--- src/hw/rtl/npc_pkg.sv ---
package npc_pkg;

  localparam int COLOR_W = 16;
  localparam int KEY_W   = 8;
  localparam int SQ_W    = 2 * KEY_W;
  localparam int DIST_W  = 18;
  localparam int SIZE_W  = 9;
  localparam int OUT_IDX_W = 8;
  localparam int ENTRY_W = 3 * COLOR_W;

  localparam logic [DIST_W-1:0] DIST_START = 18'd196608;
  localparam logic [SIZE_W-1:0] SIZE_RESET = 9'd256;

  localparam logic OP_LOAD  = 1'b0;
  localparam logic OP_QUERY = 1'b1;

  typedef struct packed {
    logic load_wr;
    logic capture;
    logic rd_en;
    logic finish;
  } npc_cmd_t;

  typedef struct packed {
    logic found;
    logic idle;
  } npc_status_t;

endpackage

--- src/hw/rtl/npc_ctrl.sv ---
module npc_ctrl
  import npc_pkg::*;
#(
  parameter int IDX_W = 8,
  parameter int DEPTH = 256
) (
  input  logic              clk,
  input  logic              rst,
  input  logic              start,
  input  logic              opcode,
  input  logic              cfg_valid,
  input  logic [SIZE_W-1:0] cfg_data,
  output logic              cfg_ready,
  output logic              busy,
  output npc_cmd_t          cmd,
  output logic [IDX_W-1:0]  rd_addr,
  input  npc_status_t       status
);

  typedef enum logic [1:0] {
    ST_IDLE,
    ST_SCAN,
    ST_DRAIN
  } state_t;

  localparam int SW = IDX_W + 10;

  state_t            state;
  logic [SIZE_W-1:0] palette_size;
  logic [IDX_W-1:0]  last;
  logic [IDX_W-1:0]  last_next;
  logic [SW-1:0]     size_wide;
  logic              accept;

  assign cfg_ready = 1'b1;
  assign accept    = start && !busy;
  assign size_wide = SW'(palette_size);

  always_comb begin
    if (size_wide == '0) begin
      last_next = '0;
    end else if (size_wide > SW'(DEPTH)) begin
      last_next = IDX_W'(DEPTH - 1);
    end else begin
      last_next = IDX_W'(size_wide - SW'(1));
    end
  end

  always_comb begin
    cmd.load_wr = accept && (opcode == OP_LOAD);
    cmd.capture = accept && (opcode == OP_QUERY);
    cmd.rd_en   = (state == ST_SCAN) && !status.found;
    cmd.finish  = (state == ST_DRAIN) && status.idle;
  end

  always_ff @(posedge clk) begin
    if (rst) begin
      state        <= ST_IDLE;
      busy         <= 1'b0;
      palette_size <= SIZE_RESET;
      rd_addr      <= '0;
      last         <= '0;
    end else begin
      if (cfg_valid && cfg_ready) begin
        palette_size <= cfg_data;
      end
      case (state)
        ST_IDLE: begin
          if (cmd.capture) begin
            state   <= ST_SCAN;
            busy    <= 1'b1;
            rd_addr <= '0;
            last    <= last_next;
          end
        end
        ST_SCAN: begin
          if (status.found || rd_addr == last) begin
            state <= ST_DRAIN;
          end else begin
            rd_addr <= rd_addr + IDX_W'(1);
          end
        end
        ST_DRAIN: begin
          if (status.idle) begin
            state <= ST_IDLE;
            busy  <= 1'b0;
          end
        end
        default: begin
          state <= ST_IDLE;
          busy  <= 1'b0;
        end
      endcase
    end
  end

endmodule

--- config.mk ---
export PLATFORM = sky130hd
export DESIGN_NAME = npc_ctrl
export DESIGN_NICKNAME = d
export VERILOG_FILES = /design/src/hw/rtl/npc_pkg.sv /design/src/hw/rtl/npc_ctrl.sv
export SDC_FILE = /design/constraint.sdc
export NUM_CORES = 1
export LEC_CHECK = 0
export BUFFER_PORTS_ARGS = -buffer_cell sky130_fd_sc_hd__buf_2
export CAP_MARGIN = 30
export CORE_AREA = 2 2 61 63
export CTS_CLUSTER_SIZE = 8
export DETAILED_ROUTE_END_ITERATION = 12
export DIE_AREA = 0 0 63 65
export PLACE_DENSITY_LB_ADDON = 0.1
export SKIP_CTS_REPAIR_TIMING = 1
export SYNTH_ARGS = -nofsm -noshare
export SYNTH_HDL_FRONTEND = slang
export SYNTH_SLANG_ARGS = --single-unit
--- constraint.sdc ---
create_clock -name clk -period 3.95 [get_ports clk]
set_clock_uncertainty 0.05 [all_clocks]
set_input_delay 0.5925 -clock clk [delete_from_list [all_inputs] [get_ports clk]]
set_output_delay 0.5925 -clock clk [all_outputs]
set_load 0.005 [all_outputs]
==> results.ini, run 1 <==
[sta]
timing.hold.ws_ns=0.4138
slew_headroom_pct=58.43
fmax_ghz=0.5160
rsz0062_at_grt=false
tightest_slew_ns=0.6235
setup_viol_count_final=0
period_minus_slack_ns=1.938
drv_slew=0
finalHoldViolations=0
period_share_pct=49.06
fin_tns_setup_ns=0

[floorplan]
start_util_pct=43.09
ios=30
die_h_um=65
dieArea_um2=4095
rows=22
core_area_um2=3496
dieWidth_um=63

[worst_setup_path]
regToRegStartpoint=palette_size[2]$_SDFFE_PP0P_
path_class=flip-flop to flip-flop
endpoint_kind=flip-flop
reg2reg_depth=5
start_kind=flip-flop
crit_start=palette_size[2]$_SDFFE_PP0P_
cp_max_fo=8
r2r_end=last[5]$_SDFFE_PP0P_
crit_path_end=last[5]$_SDFFE_PP0P_
arrival_ns=2.09
crit_required_ns=4.10
r2r_slack_ns=2.01

[place]
place_hpwl_um=2282
dp_cells=244
gp_congestion=0.8487
port_buffers=28

[routing]
wl_met1_um=1462
ant_nets=0
viasPerCell=5.189
top_layer=met4
wl_per_cell_um=12.60
drt_iter0_drc=69
wl_um=3137
drc=0
vias=1292
wl_met2_um=1567
met3_length_um=85
first_pass_iters=4

[outcome]
status=complete, no violations

[layout]
instances_no_fill=249
area_growth_syn_to_layout_pct=12.87
diodes=0
nets=221
drive_above_1_share_pct=21.39
fill_cells=356

[synth]
yosys-top-cells-area=dfxtp_1, xnor2_1, mux2i_1, nor2_1, nand3_1
ys_ff_latch=28
yosysTopAreaCell=dfxtp_1
synthesis.nets=197
ys_seq_area_share_pct=37.21
synth.distinct_cells=45
synth_top_area_share_pct=37.21
avgSynthCellArea_um2=8.463
netlist_area_um2=1506
postSynthCellCount=178
ys.warnings.count=0

[global_route]
grt_usage_pct=16.23
grt_pass1_wl_um=5306
antenna_found_initial=0
grt-ovfl-total=0
grt_pass1_vias=1180
grt_max_degree=31

[run]
cap_violations=0

[clocking]
clockBufferDepth=2
clk_pin_slew_ns=0.15
cts-root-buf=clkbuf_4
clk-insertion-delay-late_ns=0.32
htree_num_levels=1
cts_buffers=3
cts_tree=done
cts_sinks=28

[power_and_ir_drop]
pwr_density_cell_nw_per_um2=328.4
ir_worst_vdd_uv=131.0
total_leakage_power_nw=0.6741

[worst_hold_path]
min-delay-start=cfg_data[8]
min_path_cells=2
hold_path.class=input port to flip-flop

state kept, by name, summed over array words and instances (netlist names):
register / cells
busy: 1
last: 8
palette_size: 9
rd_addr: 8
state: 2
through the flow:
step | cell area (µm²) | power (W) | setup slack (ns) | utilization, %
after global placement | 1657 | 0.0004227 | 1.829 | 47.39
after global routing | 1700 | 0.0005925 | 1.904 | 48.64
after CTS | 1693 | 0.0005652 | 1.818 | 48.43
after floorplan | 1506 | 0.0004004 | 2.161 | -
after detailed placement | 1657 | 0.0004249 | 1.790 | 47.39
final | 1700 | 0.0005584 | 2.012 | 48.64
worst max-delay path: stages (launching register included):
cell      delay (ns)
dfxtp_1         0.39
or4_4           0.58
or3_1           0.50
nand2_2         0.12
a21o_1          0.11
a211oi_1        0.06
final cells by class:
cell class | instances | area [µm²] | area share, %
multi-input cells | 134 | 873.3 | 51.36
well taps | 48 | 60.06 | 3.532
clock buffers | 4 | 36.28 | 2.134
flip-flops and latches | 28 | 560.5 | 32.97
repair buffers | 29 | 147.6 | 8.683
inverters | 6 | 22.52 | 1.325
kinds of logic (layout without fill, tap and decap cells):
kind of cell,after synthesis,after routing,synth area share (%)
other,1,1,0.2489
buffers and inverters,16,39,4.817
AND/OR/NAND/NOR,71,71,26.16
adder cells (fa/ha/maj),3,3,2.492
XOR/XNOR,12,12,6.977
multiplexers,9,9,6.063
flip-flops,28,28,37.21
AO/OA/AOI/OAI,38,38,16.03
synth_stat cells (all sizes together):
cell type	number
nor2	20
nand4	2
or3	7
xnor2	10
nor3	4
o31a	2
nor2b	1
nand2b	1
nand3	14
a211o	1
a21o	1
a211oi	5
nand2	7
a31oi	4
inv	6
and3	1
conb	1
or2	2
o21ai	8
or4	1
o221ai	1
buf	4
nor4	2
dfxtp	28
o31ai	1
mux2i	8
or3b	1
xor2	2
a21oi	13
nand3b	3
nand4b	1
ha	3
or4b	1
clkbuf	6
o41ai	1
a311oi	1
mux2	1
nor3b	3
cells in the final DEF, fill, tap and decap left out, types with 7 or more instances in the layout:
cell type / count
buf_2: 28
nor2_1: 20
dfxtp_1: 28
a21oi_1: 13
or3_1: 7
nand3_1: 14
mux2i_1: 8
xnor2_1: 10
where the power goes:
group	total (W)	internal [W]	switching (W)	leakage [nW]
sequential	0.000315	0.000298	0.0000174	0.229
clock	0.000140	0.0000564	0.0000832	0.0210
combinational	0.000104	0.0000478	0.0000559	0.424
metal layers:
| metal | up-vias | global-route usage, % |
|---|---|---|
| li1 | 681 | - |
| met2 | 19 | 29.92 |
| met1 | 590 | 18.88 |
| met4 | 0 | 6.667 |
| met3 | 2 | 2.083 |
| met5 | - | 0 |
worst min path at each step:
stage	to	slack, ns
2_1_floorplan	last[7]$_SDFFE_PP0P_	0.40
3_3_place_gp	busy$_SDFFE_PP0P_	0.42
3_5_place_dp	last[7]$_SDFFE_PP0P_	0.41
4_1_cts	palette_size[8]$_SDFFE_PP1P_	0.40
5_1_grt	palette_size[8]$_SDFFE_PP1P_	0.41
6_report	palette_size[8]$_SDFFE_PP1P_	0.41
No activity file was read; power rests on OpenSTA's default activity.
==> run 2: changes to the inputs <==
Clock period 3.95 ns to 1.7 ns, I/O delays scaled along.
==> run 2 against run 1 <==
  * The run now ends with setup timing left
  * Global-route usage increased by 1.7 points
  * First-iteration DRC count increased by 52%
  * Worst setup slack got worse by 2.1 ns
  * Utilization increased by 7.4 points
  * Sequential share of layout area decreased by 3.8 points
  * Clock-buffer cell count unchanged
  * Total power increased by 150%
  * Wire length increased by 13%
  * Largest power group unchanged
==> results.ini, run 2 (synthesis results as in run 1) <==
[sta]
rsz0062_at_grt=true
tightest_slew_ns=0.5556  ; -0.06789 ns
drv_slew=0  ; unchanged
setup_viol_count_final=3  ; +3
timing.hold.ws_ns=0.08028  ; -0.3335 ns
slew_headroom_pct=62.96  ; +4.5 points
timing.final.ws_setup_ns=-0.1199  ; -2.132 ns
period_share_pct=107.1  ; +58 points
finalHoldViolations=0  ; unchanged
fmax_ghz=0.5495  ; +6.5%
period_minus_slack_ns=1.820  ; -0.1179 ns
fin_tns_setup_ns=-0.1996  ; -0.1996 ns

[worst_setup_path]
cp_max_fo=3  ; -5
crit_buf_inv=0  ; unchanged
endpoint_kind=flip-flop
crit_required_ns=1.86  ; -2.24 ns
path_cells=or4_4 > nor4_4 > mux2_4 > o221ai_2 > a21oi_1
start_kind=flip-flop
cpMaxStageDelayCell=or4_4
path_class=flip-flop to flip-flop
slowest_delay_ns=0.56  ; -0.02 ns
arrival_ns=1.98  ; -0.11 ns
cp_top_family=simple AND/OR/NAND/NOR gates

[layout]
drive_above_1_share_pct=35.96  ; +15 points
utilization_pct=56.08  ; +7.4 points
top_regs=palette_size x9, last x8, rd_addr x8
top_register=palette_size
layout_common_cells=buf_2, buf_4, dfxtp_1
nets=248  ; +12%
diodes=0  ; unchanged
largest_reg_flops=9  ; unchanged
area_growth_syn_to_layout_pct=30.15
fill_cells=353  ; -0.84%

[worst_hold_path]
hold_path.class=input port to flip-flop

[routing]
drt_iter0_drc=105  ; +52%
wl_um=3542  ; +13%
ant_nets=0  ; unchanged
drc=0  ; unchanged
vias=1424  ; +10%
first_pass_iters=4  ; unchanged
viasPerCell=5.159  ; -0.57%
wl_per_cell_um=12.83  ; +1.9%

[power_and_ir_drop]
seq_power_share_pct=52.3  ; -4.1 points
pwr-share-comb_pct=24.1  ; +5.5 points
total_leakage_power_nw=0.8244  ; +22%
intPower_w=0.0009874  ; +150%
p_sw_share_pct=28.11  ; +0.096 points
p_switching_w=0.0003861  ; +150%
p_clk_share_pct=23.6  ; -1.4 points
ir_worst_vdd_uv=345.5  ; +160%
pwr_density_cell_nw_per_um2=700.6  ; +110%

[global_route]
grt_max_degree=31  ; unchanged
grt-ovfl-total=0  ; unchanged
grt_usage_pct=17.89  ; +1.7 points
grt_pass1_vias=1429  ; +21%
antenna_found_initial=0  ; unchanged
grt_pass1_wl_um=5940  ; +12%

[floorplan]
rows=22  ; unchanged
core_area_um2=3496  ; unchanged
start_util_pct=43.09  ; unchanged
die_h_um=65  ; unchanged
dieArea_um2=4095  ; unchanged
ios=30  ; unchanged
dieWidth_um=63  ; unchanged

[clocking]
clockBufferDepth=2  ; unchanged
cts-root-buf=clkbuf_4
clk-insertion-delay-late_ns=0.32  ; about the same
cts_sinks=28  ; unchanged
clk_pin_slew_ns=0.15  ; about the same
cts_buffers=3  ; unchanged
htree_num_levels=1  ; unchanged
cts_tree=done

[place]
gp_congestion=0.8129  ; -4.2%
place_ws_ns=-0.1205  ; -1.911 ns
port_buffers=28  ; unchanged
place_hpwl_um=2682  ; +18%

[run]
cap_violations=0  ; unchanged

[outcome]
violations=setup timing
status=finished with violations

==> run 2: cell count changes in the layout (fill, tap and decap cells not counted), moves of 3 or more <==
cell     delta
buf_4      +27
dfxtp_1     -5
o21ai_0     -5
dfxtp_2     +3
o21ai_1     +3
==> run 2: layout make-up <==
type                            count  area (µm²)  area share (%)
Tap cell                           48       60.06           3.063
Clock buffer                        4       36.28           1.851
Sequential cell                    28       571.8           29.16
Inverter                            6       22.52           1.149
Multi-Input combinational cell    134       919.6           46.90
Timing Repair Buffer               56       350.3           17.87
==> run 2: power groups by stage <==
| stage | Sequential (W) | Combinational, W | Clock, W |
|---|---|---|---|
| 6_report | 0.000718 | 0.000331 | 0.000325 |
| 5_1_grt | 0.000725 | 0.000368 | 0.000365 |
| 4_1_cts | 0.000721 | 0.000310 | 0.000341 |
| 3_5_place_dp | 0.000735 | 0.000308 | 0 |
| 3_3_place_gp | 0.000733 | 0.000302 | 0 |
| 2_1_floorplan | 0.000736 | 0.000195 | 0 |
==> run 2: path summary, 6_finish.rpt <==
check	startpoint	end	slack, ns	cells after the start
worst min register to register	last[7]$_SDFFE_PP0P_	last[7]$_SDFFE_PP0P_	0.44	2
worst min-delay path	cfg_data[8]	palette_size[8]$_SDFFE_PP1P_	0.08	2
worst max-delay path	palette_size[2]$_SDFFE_PP0P_	last[7]$_SDFFE_PP0P_	-0.12	5
worst max register to register	palette_size[2]$_SDFFE_PP0P_	last[7]$_SDFFE_PP0P_	-0.12	5
==> run 2: routing by layer <==
layer | global-route usage [%] | share of wire (%) | vias to the layer above
met5 | 0 | 0 | -
met4 | 5.556 | 0.51 | 0
met3 | 2.604 | 3.1 | 2
met2 | 35.24 | 54 | 23
met1 | 19.50 | 43 | 661
li1 | - | - | 738
==> run 2: through the flow <==
step                      cells  instance area (µm²)  total power (W)
after floorplan             178                 1508        0.0009307
after global placement      272                 1868         0.001035
after detailed placement    272                 1868         0.001044
after CTS                   276                 1904         0.001372
after global routing        276                 1961         0.001458
final                       276                 1961         0.001374
==> run 3: changes to the inputs <==
Settings changed: RECOVER_POWER set to 50.
==> run 3 against run 2 <==
  * The run still ends with setup timing left
  * Maximum frequency about the same
  * Via count up 0.63%
  * Total power down 0.20%
  * Largest power group unchanged
  * Highest routed layer unchanged
==> results.ini, run 3 (synthesis results as in run 1) <==
[outcome]
status=finished with violations
violations=setup timing

[sta]
period_share_pct=107.0  ; about the same
rsz0062_at_grt=true
setup_viol_count_final=3  ; unchanged
fmax_ghz=0.5498  ; about the same
timing.final.ws_setup_ns=-0.1189  ; +0.0009720 ns
period_minus_slack_ns=1.819  ; -0.0009720 ns
drv_slew=0  ; unchanged
slew_headroom_pct=63.61  ; +0.65 points
finalHoldViolations=0  ; unchanged
tightest_slew_ns=0.5459  ; -0.009758 ns
timing.hold.ws_ns=0.08080  ; +0.0005229 ns

[clocking]
cts_sinks=28  ; unchanged
cts_tree=done
clk_pin_slew_ns=0.15  ; about the same
clockBufferDepth=2  ; unchanged
cts-root-buf=clkbuf_4
htree_num_levels=1  ; unchanged
clk-insertion-delay-late_ns=0.33  ; about the same
cts_buffers=3  ; unchanged

[floorplan]
start_util_pct=43.09  ; unchanged
die_h_um=65  ; unchanged
ios=30  ; unchanged
dieWidth_um=63  ; unchanged
dieArea_um2=4095  ; unchanged
rows=22  ; unchanged
core_area_um2=3496  ; unchanged

[routing]
wl_um=3510  ; -0.90%
ant_nets=0  ; unchanged
drc=0  ; unchanged
viasPerCell=5.192  ; +0.63%
wl_per_cell_um=12.72  ; -0.90%
first_pass_iters=4  ; unchanged
drt_iter0_drc=121  ; +15%
vias=1433  ; +0.63%

[place]
place_ws_ns=-0.1205  ; unchanged
place_area_um2=1868  ; unchanged
place_hpwl_um=2682  ; unchanged
gp_congestion=0.8129  ; unchanged
port_buffers=28  ; unchanged

[worst_hold_path]
hold_path.class=input port to flip-flop

[worst_setup_path]
endpoint_kind=flip-flop
arrival_ns=1.98  ; about the same
start_kind=flip-flop
crit_required_ns=1.86  ; about the same
cp_max_fo=3  ; unchanged
path_cells=or4_4 > nor4_4 > mux2_4 > o221ai_2 > a21oi_1
cpMaxStageDelayCell=or4_4
slowest_delay_ns=0.56  ; about the same
path_class=flip-flop to flip-flop

[layout]
top_regs=palette_size x9, last x8, rd_addr x8
drive_above_1_share_pct=32.89  ; -3.1 points
layout_commonest_cell=buf_2
diodes=0  ; unchanged
fill_cells=356  ; +0.85%
multiInputGateArea_um2=919.6  ; unchanged
seqCellArea_um2=566.8  ; -0.88%
area_growth_syn_to_layout_pct=28.57
largest_reg_flops=9  ; unchanged
stdcell_area_um2=1937  ; -1.2%
layout_common_cells=buf_2, dfxtp_1, buf_4
top_register=palette_size
nets=248  ; unchanged
utilization_pct=55.40  ; -0.68 points

[power_and_ir_drop]
total_leakage_power_nw=0.8024  ; -2.7%
pwr_density_cell_nw_per_um2=707.7  ; +1.0%
ir_worst_vdd_uv=346.1  ; +0.17%

[global_route]
antenna_found_initial=0  ; unchanged
grt-ovfl-total=0  ; unchanged
grt_pass1_wl_um=5940  ; unchanged
grt_max_degree=31  ; unchanged
grt_pass1_vias=1429  ; unchanged
grt_usage_pct=17.89  ; unchanged

[run]
cap_violations=0  ; unchanged

## run 3: cell types whose count changed in the layout (fill, tap and decap cells not counted)
cell      change
dfxtp_4       -1
buf_4         -5
dfxtp_1       +2
clkbuf_1      +5
dfxtp_2       -1
## run 3: path summary, 6_finish.rpt
| check | start | endpoint | slack (ns) | cells past startpoint |
|---|---|---|---|---|
| max | palette_size[2]$_SDFFE_PP0P_ | last[7]$_SDFFE_PP0P_ | -0.12 | 5 |
| min | cfg_data[8] | palette_size[8]$_SDFFE_PP1P_ | 0.08 | 2 |
| max reg2reg | palette_size[2]$_SDFFE_PP0P_ | last[7]$_SDFFE_PP0P_ | -0.12 | 5 |
| min reg2reg | last[7]$_SDFFE_PP0P_ | last[7]$_SDFFE_PP0P_ | 0.44 | 2 |
## run 3: layout make-up
type	count	area share (%)
inverter	6	1.163
timing repair buffer	56	17.12
tap	48	3.101
sequential	28	29.26
multi-input combinational	134	47.48
clock buffer	4	1.873
## run 3: stage by stage
step	TNS [ns]	power [W]	cells
after floorplan	-0.1238	0.0009307	178
after global placement	-0.1848	0.001035	272
after detailed placement	-0.3698	0.001044	272
after CTS	-0.5779	0.001372	276
after global routing	-0.8026	0.001455	276
final	-0.1990	0.001371	276
## run 3: per-layer routing
| layer | routed length, µm | part of all wire, % | up-vias | GRT usage (%) |
|---|---|---|---|---|
| li1 | - | - | 735 | - |
| met1 | 1493 | 43 | 673 | 19.50 |
| met2 | 1890 | 54 | 23 | 35.24 |
| met3 | 107 | 3.0 | 2 | 2.604 |
| met4 | 18 | 0.51 | 0 | 5.556 |
| met5 | 0 | 0 | - | 0 |
## run 3: report_power, final
group	total [W]	internal (W)	switching (W)
sequential	0.000719	0.000691	0.0000283
clock	0.000325	0.000131	0.000194
combinational	0.000327	0.000163	0.000164
total	0.00137	0.000985	0.000386
## run 3: worst max-delay path: cells and delay by family, from the launching register on
family | cells | cell delay (ns)
AND/OR/NAND/NOR | 2 | 0.74
flip-flops | 1 | 0.35
multiplexers | 1 | 0.33
AO/OA/AOI/OAI | 2 | 0.24
